==> src/rtl/core/adee_pkg.sv <==
// ----------------------------------------------------------------------------
// adee_pkg
// Shared types and constants for the asymmetric debounce / edge detect unit.
// ----------------------------------------------------------------------------
package adee_pkg;

   localparam int STAMP_W   = 32;
   localparam int TIME_W    = 16;
   localparam int CSR_IDX_W = 1;

   localparam logic [TIME_W-1:0] ON_TIME_RESET  = 16'd100;
   localparam logic [TIME_W-1:0] OFF_TIME_RESET = 16'd0;

   typedef enum logic [CSR_IDX_W-1:0] {
      CSR_ON_TIME  = 1'b0,
      CSR_OFF_TIME = 1'b1
   } csr_index_type;

   typedef enum logic [1:0] {
      CODE_LOW     = 2'd0,
      CODE_HIGH    = 2'd1,
      CODE_RISING  = 2'd2,
      CODE_FALLING = 2'd3
   } level_code_type;

   // thresholds handed from the register block to the tracker
   typedef struct packed {
      logic [TIME_W-1:0] on_time;
      logic [TIME_W-1:0] off_eff;
   } thresh_type;

endpackage

==> src/rtl/core/asymmetric_debounce_edge_detect_unit.sv <==
// ----------------------------------------------------------------------------
// asymmetric_debounce_edge_detect_unit
// Time-based switch debouncer with separate rise and fall persistence times.
// ----------------------------------------------------------------------------
// Each item carries a raw switch sample and a free-running millisecond stamp;
// each item returns exactly one code: low, high, rising or falling. The level
// rises once the sample has been high for more than on_time ms since it was
// last seen low, and falls once it has been low for more than off_time ms
// (on_time when off_time is 0) since it was last seen high. Durations are
// wrapping 32-bit differences. An accepted item passes the input register,
// then the result register, where a receiver stall can hold it; throughput
// is one item per clock while rsp_ready is not held low, with the tracker's
// single subtract/compare path between the two registers. Configuration
// is to be written by the user only while no item is in flight; unenforced.
// ----------------------------------------------------------------------------
module asymmetric_debounce_edge_detect_unit (
   input  logic                              clock,
   input  logic                              reset,
   // input items
   input  logic                              req_valid,
   output logic                              req_ready,
   input  logic                              req_sample,
   input  logic [adee_pkg::STAMP_W-1:0]      req_now_ms,
   // result items
   output logic                              rsp_valid,
   input  logic                              rsp_ready,
   output logic [1:0]                        rsp_level_code,
   // configuration
   input  logic                              csr_write,
   input  logic [adee_pkg::CSR_IDX_W-1:0]    csr_index,
   input  logic [adee_pkg::TIME_W-1:0]       csr_wdata
);

   adee_pkg::thresh_type         thresh;
   adee_pkg::level_code_type     code;

   // input stage
   logic                         in_vld_ff;
   logic                         in_vld_in;
   logic                         in_sample_ff;
   logic [adee_pkg::STAMP_W-1:0] in_now_ff;
   // result stage
   logic                         out_vld_ff;
   logic                         out_vld_in;
   logic [1:0]                   out_code_ff;

   logic                         req_take;
   logic                         advance;

   // item moves into the result register when that slot is free or draining
   assign advance   = in_vld_ff & (~out_vld_ff | rsp_ready);
   assign req_ready = ~in_vld_ff | advance;
   assign req_take  = req_valid & req_ready;

   assign in_vld_in  = req_take | (in_vld_ff & ~advance);
   assign out_vld_in = advance | (out_vld_ff & ~rsp_ready);

   always_ff @(posedge clock) begin
      if (reset) begin
         in_vld_ff  <= 1'b0;
         out_vld_ff <= 1'b0;
      end else begin
         in_vld_ff  <= in_vld_in;
         out_vld_ff <= out_vld_in;
      end
   end

   always_ff @(posedge clock) begin
      if (req_take) begin
         in_sample_ff <= req_sample;
         in_now_ff    <= req_now_ms;
      end
      if (advance) begin
         out_code_ff <= code;
      end
   end

   adee_csr u_csr (
      .clock     (clock),
      .reset     (reset),
      .csr_write (csr_write),
      .csr_index (csr_index),
      .csr_wdata (csr_wdata),
      .thresh    (thresh)
   );

   // state commits on the same edge the code is captured
   adee_tracker u_tracker (
      .clock  (clock),
      .reset  (reset),
      .update (advance),
      .sample (in_sample_ff),
      .now_ms (in_now_ff),
      .thresh (thresh),
      .code   (code)
   );

   assign rsp_valid      = out_vld_ff;
   assign rsp_level_code = out_code_ff;

   // a held input item is never dropped
   a_in_hold: assert property (@(posedge clock) disable iff (reset)
      in_vld_ff && !advance |=> in_vld_ff)
      else $error("input item lost while stalled");

   // every advance yields a result
   a_adv_out: assert property (@(posedge clock) disable iff (reset)
      advance |=> out_vld_ff)
      else $error("advanced item produced no result");

   // an accepted item lands in the input register
   a_take_in: assert property (@(posedge clock) disable iff (reset)
      req_take |=> in_vld_ff)
      else $error("accepted item not registered");

   // empty input stage is always ready to take an item
   a_ready_empty: assert property (@(posedge clock) disable iff (reset)
      !in_vld_ff |-> req_ready)
      else $error("empty input stage not ready");

endmodule

==> src/rtl/core/adee_csr.sv <==
// ----------------------------------------------------------------------------
// adee_csr
// Configuration registers; resolves the effective off time.
// ----------------------------------------------------------------------------
module adee_csr (
   input  logic                              clock,
   input  logic                              reset,
   input  logic                              csr_write,
   input  logic [adee_pkg::CSR_IDX_W-1:0]    csr_index,
   input  logic [adee_pkg::TIME_W-1:0]       csr_wdata,
   output adee_pkg::thresh_type              thresh
);

   logic [adee_pkg::TIME_W-1:0] on_time_ff;
   logic [adee_pkg::TIME_W-1:0] off_time_ff;
   logic [adee_pkg::TIME_W-1:0] on_time_in;
   logic [adee_pkg::TIME_W-1:0] off_time_in;

   always_comb begin
      on_time_in  = on_time_ff;
      off_time_in = off_time_ff;
      if (csr_write) begin
         unique case (adee_pkg::csr_index_type'(csr_index))
            adee_pkg::CSR_ON_TIME:  on_time_in  = csr_wdata;
            adee_pkg::CSR_OFF_TIME: off_time_in = csr_wdata;
            default: ;
         endcase
      end
   end

   always_ff @(posedge clock) begin
      if (reset) begin
         on_time_ff  <= adee_pkg::ON_TIME_RESET;
         off_time_ff <= adee_pkg::OFF_TIME_RESET;
      end else begin
         on_time_ff  <= on_time_in;
         off_time_ff <= off_time_in;
      end
   end

   // zero off time falls back to on time
   assign thresh.on_time = on_time_ff;
   assign thresh.off_eff = (off_time_ff == '0) ? on_time_ff : off_time_ff;

endmodule

==> src/rtl/core/adee_tracker.sv <==
// ----------------------------------------------------------------------------
// adee_tracker
// Timestamp and debounced level state; classifies one item per update.
// ----------------------------------------------------------------------------
module adee_tracker (
   input  logic                              clock,
   input  logic                              reset,
   input  logic                              update,
   input  logic                              sample,
   input  logic [adee_pkg::STAMP_W-1:0]      now_ms,
   input  adee_pkg::thresh_type              thresh,
   output adee_pkg::level_code_type          code
);

   logic [adee_pkg::STAMP_W-1:0] low_stamp_ff;
   logic [adee_pkg::STAMP_W-1:0] high_stamp_ff;
   logic                         level_ff;
   logic [adee_pkg::STAMP_W-1:0] low_stamp_in;
   logic [adee_pkg::STAMP_W-1:0] high_stamp_in;
   logic                         level_in;
   logic [adee_pkg::STAMP_W-1:0] dur;
   logic                         over;
   logic                         level_new;

   // only one duration is computed per item: pick the opposite stamp
   always_comb begin
      dur = now_ms - (sample ? low_stamp_ff : high_stamp_ff);
      if (sample) begin
         over = dur > {{(adee_pkg::STAMP_W-adee_pkg::TIME_W){1'b0}}, thresh.on_time};
      end else begin
         over = dur > {{(adee_pkg::STAMP_W-adee_pkg::TIME_W){1'b0}}, thresh.off_eff};
      end
      level_new = sample ? (level_ff | over) : (level_ff & ~over);

      if (!level_ff && level_new)      code = adee_pkg::CODE_RISING;
      else if (level_ff && !level_new) code = adee_pkg::CODE_FALLING;
      else if (level_new)              code = adee_pkg::CODE_HIGH;
      else                             code = adee_pkg::CODE_LOW;

      low_stamp_in  = low_stamp_ff;
      high_stamp_in = high_stamp_ff;
      level_in      = level_ff;
      if (update) begin
         level_in = level_new;
         if (sample) high_stamp_in = now_ms;
         else        low_stamp_in  = now_ms;
      end
   end

   always_ff @(posedge clock) begin
      if (reset) begin
         low_stamp_ff  <= '0;
         high_stamp_ff <= '0;
         level_ff      <= 1'b0;
      end else begin
         low_stamp_ff  <= low_stamp_in;
         high_stamp_ff <= high_stamp_in;
         level_ff      <= level_in;
      end
   end

endmodule

==> config.mk <==
export PLATFORM = sky130hd
export DESIGN_NAME = asymmetric_debounce_edge_detect_unit
export DESIGN_NICKNAME = d
export VERILOG_FILES = /design/src/rtl/core/adee_pkg.sv /design/src/rtl/core/asymmetric_debounce_edge_detect_unit.sv /design/src/rtl/core/adee_csr.sv /design/src/rtl/core/adee_tracker.sv
export SDC_FILE = /design/constraint.sdc
export NUM_CORES = 1
export LEC_CHECK = 0
export BUFFER_PORTS_ARGS = -buffer_cell sky130_fd_sc_hd__buf_2
export CORE_ASPECT_RATIO = 1.1
export CORE_MARGIN = 1.5
export CORE_UTILIZATION = 40
export DETAILED_ROUTE_END_ITERATION = 6
export PLACE_DENSITY_LB_ADDON = 0.3
export SLEW_MARGIN = 5
export SYNTH_ARGS = -nofsm -noshare
export SYNTH_HDL_FRONTEND = slang
export SYNTH_SLANG_ARGS = --single-unit
==> constraint.sdc <==
create_clock -name clock -period 5.8 [get_ports clock]
set_input_delay 1.16 -clock clock [delete_from_list [all_inputs] [get_ports clock]]
set_output_delay 1.16 -clock clock [all_outputs]
set_load 0.01 [all_outputs]
Word level (Yosys, flattened, before mapping)

Index checks and enable logic that the tools add are counted.

Register bits: 134
Bits of input ports: 55
Output and inout port bits: 4
Logic and storage cells: 47

$add $sub $neg: 1
Magnitude comparators: 2
Muxes and demuxes: 6
Bitwise operators: 17
Reduce and logical (&&, ||, !) cells: 10

Operators with widths:

| operator            | number |
|---|---|
| $gt A32 B16 Y1      | 2 |
| $mux W32            | 1 |
| $sub A32 B32 Y32    | 1 |
| $logic_not A16 Y1   | 1 |
| $mux W16            | 1 |
| $reduce_and A2 Y1   | 4 |
| $not A1 Y1          | 7 |
| $and A1 B1 Y1       | 5 |
| $or A1 B1 Y1        | 5 |
| $mux W1             | 4 |
| $logic_and A1 B1 Y1 | 2 |
| $logic_not A1 Y1    | 2 |
| $reduce_or A2 Y1    | 1 |

Logic depth before layout (Yosys ltp)

Depth in word-level cells: 10
Gate-level depth with buffers: 26
Gate-level depth less buffers: 25

Modules after synthesis

A second synthesis with hierarchy kept.

Cell total of the unflattened synthesis: 958
Area total of the unflattened synthesis: 8039.0 µm²

By module, submodules not included:

| module                               | times used | cells an instance | area an instance (µm²) | sequential area each (µm²) |
|---|---|---|---|---|
| adee_tracker                         | 1          | 748               | 5575.3                 | 1301.2 |
| adee_csr                             | 1          | 165               | 1308.8                 | 640.6 |
| asymmetric_debounce_edge_detect_unit | 1          | 45                | 1154.9                 | 1091.0 |

Least setup slack after synthesis

Ideal clock, no wire load.

Kind: register to register
Start: register in_sample_ff
End: register out_code_ff[0] (netlist: rsp_level_code[0]), data pin
Library setup time: 0.152 ns
Data arrival time: 5.938 ns
Required time: 5.648 ns
Path slack: -0.291 ns
Stages on the path, launching flop included: 26
Path buffers: 1
Clock period less this slack: 6.091 ns
Cells stage by stage: edfxtp_1 > clkbuf_1 > mux2_2 > ha_1 > fa_1 > nand2b_1 > a211oi_1 > o211ai_1 > a21boi_0 > o21a_1 > o21a_1 > a21oi_1 > xnor2_1 > ha_1 > a21oi_2 > nand2_1 > a221o_1 > o311a_1 > or4_4 > nor4b_2 > nand4_1 > nor3_1 > mux2_1 > ha_1 > nand2b_1 > o22ai_1

Longest elaborated chain between the ends: 10
Elaborated cells on any way between the ends: 14
Classes of those cells: add/sub: 1; order compare: 2; mux: 5; bitwise: 3; reduce/logical: 3

RTL lines:

| what                              | RTL line                                   | RTL |
|---|---|---|
| start, declared                   | asymmetric_debounce_edge_detect_unit.sv:40 | `logic in_sample_ff;` |
| start signal, assigned            | asymmetric_debounce_edge_detect_unit.sv:70 | `in_sample_ff <= req_sample;` |
| $mux W32                          | adee_tracker.sv:27                         | `dur = now_ms - (sample ? low_stamp_ff : high_stamp_ff);` |
| $sub A32 B32 Y32                  | adee_tracker.sv:27                         |  |
| $gt A32 B16 Y1 (on tied branches) | adee_tracker.sv:31, adee_tracker.sv:29     |  |
| $mux W1                           | adee_tracker.sv:28                         | `if (sample) begin` |
| $not A1 Y1                        | adee_tracker.sv:33                         | `level_new = sample ? (level_ff \| over) : (level_ff & ~over);` |
| $and A1 B1 Y1                     | adee_tracker.sv:33                         |  |
| $mux W1 *                         | adee_tracker.sv:33                         |  |
| $logic_not A1 Y1                  | adee_tracker.sv:36                         | `else if (level_ff && !level_new) code = adee_pkg::CODE_FALLING;` |
| $logic_and A1 B1 Y1               | adee_tracker.sv:36                         |  |
| $mux W1                           | adee_tracker.sv:36                         |  |
| end signal, assigned              | asymmetric_debounce_edge_detect_unit.sv:74 | `out_code_ff <= code;` |
| end, declared                     | asymmetric_debounce_edge_detect_unit.sv:45 | `logic [1:0] out_code_ff;` |

Every way passes the cells marked *; elsewhere a longest branch is shown, timed or not.
A chain may end at the register's enable or synchronous reset.

Final worst setup path

Ends and elaborated chain as after synthesis.

==> results.json <==
{
  "routed_wl_um": 19850,
  "fin_worst_skew_ns": 0.01348,
  "netlist.area_leader.share_pct": 25.02,
  "clk_latency_ns": 0.43,
  "syn-cell-area_um2": 7921,
  "cts_sinks": 134,
  "setup_violations": 2,
  "final_nets": 1141,
  "ant_nets": 0,
  "synthFlopType": "dfxtp_1",
  "tritoncts": "done",
  "cp-startpoint": "in_sample_ff",
  "synth_area_per_cell_um2": 8.269,
  "num_vias": 6965,
  "yosys.cell_types.count": 65,
  "cp.arrival_ns": 6.11,
  "die_y_um": 150.6,
  "grt_pass1_wl_um": 32350,
  "synthMostInstantiatedCell": "nand2_1",
  "rows": 53,
  "grt_use_total_pct": 20.01,
  "cts_hold_buffers": 0,
  "hp-class": "reg -> reg",
  "diodes": 0,
  "initial_core_util_pct": 41.19,
  "vdd_drop_max_uv": 218.0,
  "placed_cell_area_um2": 8493,
  "syn2layout_area_growth_pct": 18.16,
  "start_kind": "flop",
  "ys_ff_latch": 134,
  "final_core_util_pct": 48.67,
  "fmax_ghz": 0.1714,
  "violations": "negative setup slack",
  "synth_area_leaders": "dfxtp_1, edfxtp_1, nand2_1, ha_1, a21oi_1",
  "setup_slack_ns": -0.03350,
  "min_period_ns": 5.833,
  "maxSlewHeadroom_pct": 36.44,
  "cts_made_buffers": 17,
  "slew_viol_final": 0,
  "detailed_place_hpwl_um": 14290,
  "leakagePower_uw": 0.003627,
  "hold_violations": 0,
  "cts-root-buf": "clkbuf_16",
  "design_area_um2": 9360,
  "grt_pass1_vias": 6480,
  "rsz0062_at_grt": "yes",
  "coreArea_um2": 19230,
  "clockBufferDepth": 2,
  "crit_type": "reg -> reg",
  "die_x_um": 137.2,
  "die-area_um2": 20660,
  "syn_nets": 1080,
  "ys_async_sr_fraction_pct": 0,
  "hold_start": "u_tracker.low_stamp_ff[13]",
  "htree_num_levels": 4,
  "maxCapViolations": 0,
  "grt_max_degree": 52,
  "cts.clk_slew.worst_paths_ns": 0.06,
  "yosysSeqAreaShare_pct": 38.29,
  "final.period_utilization_pct": 100.6,
  "synth.top_cells.by_count": "nand2_1, a21oi_1, dfxtp_1, ha_1, clkbuf_1",
  "pwr_density_cell_nw_per_um2": 281.2,
  "ios": 59,
  "yosysTopAreaCell": "dfxtp_1",
  "tightestPinTransition_ns": 0.9534,
  "drive_gt1_share_pct": 16.38,
  "outcome": "finished with violations",
  "r2r-start": "in_sample_ff",
  "yosysWarnings": 0,
  "cp.required_ns": 6.08,
  "place.gp.congestion": 0.9214,
  "crit_fanout": 10,
  "synth_edf_count": 35,
  "gr-total-overflow": 0,
  "via_per_inst": 5.446,
  "end_kind": "flop",
  "routedWlPerCell_um": 15.52,
  "port_buffers": 58,
  "antenna_found_initial": 0,
  "synthCells": 958,
  "firstDrtPassIters": 5,
  "post-route-drc-count": 0,
  "fillers": 1883,
  "drt-initial-drc-count": 570
}
## final cells by class
cell class / count / area, um2 / area share (%)
Clock buffer: 23 / 489.2 / 5.227
Clock inverter: 9 / 72.57 / 0.7753
Inverter: 26 / 97.59 / 1.043
Multi-Input combinational cell: 745 / 4780 / 51.06
Sequential cell: 134 / 3033 / 32.40
Tap cell: 247 / 309.0 / 3.302
Timing Repair Buffer: 95 / 579.3 / 6.189
## final timing paths
check                          endpoint  slack [ns]  cells past startpoint
min reg2reg  u_tracker.low_stamp_ff[13]        0.45                      2
max                   rsp_level_code[0]       -0.03                     26
max reg2reg           rsp_level_code[0]       -0.03                     26
min          u_tracker.low_stamp_ff[13]        0.45                      2
## logic make-up after synthesis
family | share of synthesized area (%)
buf+inv | 3.838
xor+xnor | 1.880
compound gates | 19.76
simple gates | 20.80
flops | 38.29
fa+ha+maj | 10.68
mux | 4.754
## repair_timing
item | CTS | global route
setup endpoints to repair | 2 | 3
buffers inserted | 10 | 6
pin swaps | 15 | 8
gates resized for setup | 15 | 23
## cell usage in the layout, fill, tap and decap left out, drive strengths merged, types with 4 or more instances in the layout
cell	n
and3	7
a2111oi	4
nor3	14
dfxtp	99
a21o	15
nor3b	4
nand2	228
nand4	15
o211ai	5
a21oi	152
clkbuf	23
nor4	8
edfxtp	35
ha	66
mux2	5
nand2b	10
xnor2	10
a211o	6
nor2b	7
o21a	10
clkinv	6
inv	28
mux2i	32
buf	95
a211oi	11
nor2	38
o21ai	22
nand3	11
o2111ai	6
xor2	7
or3	4
and4	4
and2	8
## metrics by stage
stage,setup WS (ns),total power [uW],instances,hold slack (ns),TNS (ns)
2_1_floorplan,0.01253,1420,958,0.4329,0
3_3_place_gp,-0.005528,1558,1232,0.4407,-0.005528
3_5_place_dp,-0.2220,1566,1232,0.4461,-0.4080
4_1_cts,-0.04871,2628,1274,0.4533,-0.06422
5_1_grt,-0.3330,2759,1279,0.4668,-0.7102
6_report,-0.03350,2632,1279,0.4524,-0.04201
## sequential cells by signal (all words and copies together) (netlist names)
signal and cells:
u_tracker.low_stamp_ff 32, u_tracker.high_stamp_ff 32, in_vld_ff 1, u_csr.on_time_ff 16, u_csr.off_time_ff 16, rsp_valid 1
in_now_ff 32, rsp_level_code 2, in_sample_ff 1, u_tracker.level_ff 1
## power breakdown
part / leakage, uW / internal [uW] / switching [uW]
sequential: 0.00115 / 1000 / 30.2
clock: 0.000286 / 633 / 403
combinational: 0.00219 / 238 / 323
## critical path, cell delays in order, from the launching register on
cell and delay, ns:
edfxtp_1 0.40, buf_6 0.14, buf_8 0.15, mux2i_1 0.25, ha_1 0.34, and3_1 0.23, a211oi_4 0.24, nand2_2 0.10
nand3_1 0.09, nand2_1 0.07, and2_1 0.17, o21ai_0 0.17, nand2b_1 0.12, xor2_2 0.17, ha_1 0.30, nand4_1 0.17
nor2_1 0.07, a221o_1 0.32, o311a_1 0.34, or4_4 0.49, nor4b_4 0.21, nand4_1 0.16, nor3_2 0.24, mux2_4 0.33
ha_4 0.16, nand2b_4 0.12, o22ai_1 0.12
## routing by layer
metal | global-route usage (%) | vias up | wire, um
li1 | - | 3522 | -
met1 | 27.02 | 3250 | 9342
met2 | 31.71 | 165 | 9249
met3 | 3.771 | 28 | 839
met4 | 7.421 | 0 | 423
met5 | 0 | - | 0
Note: power is estimated with default switching activity, not from simulation.
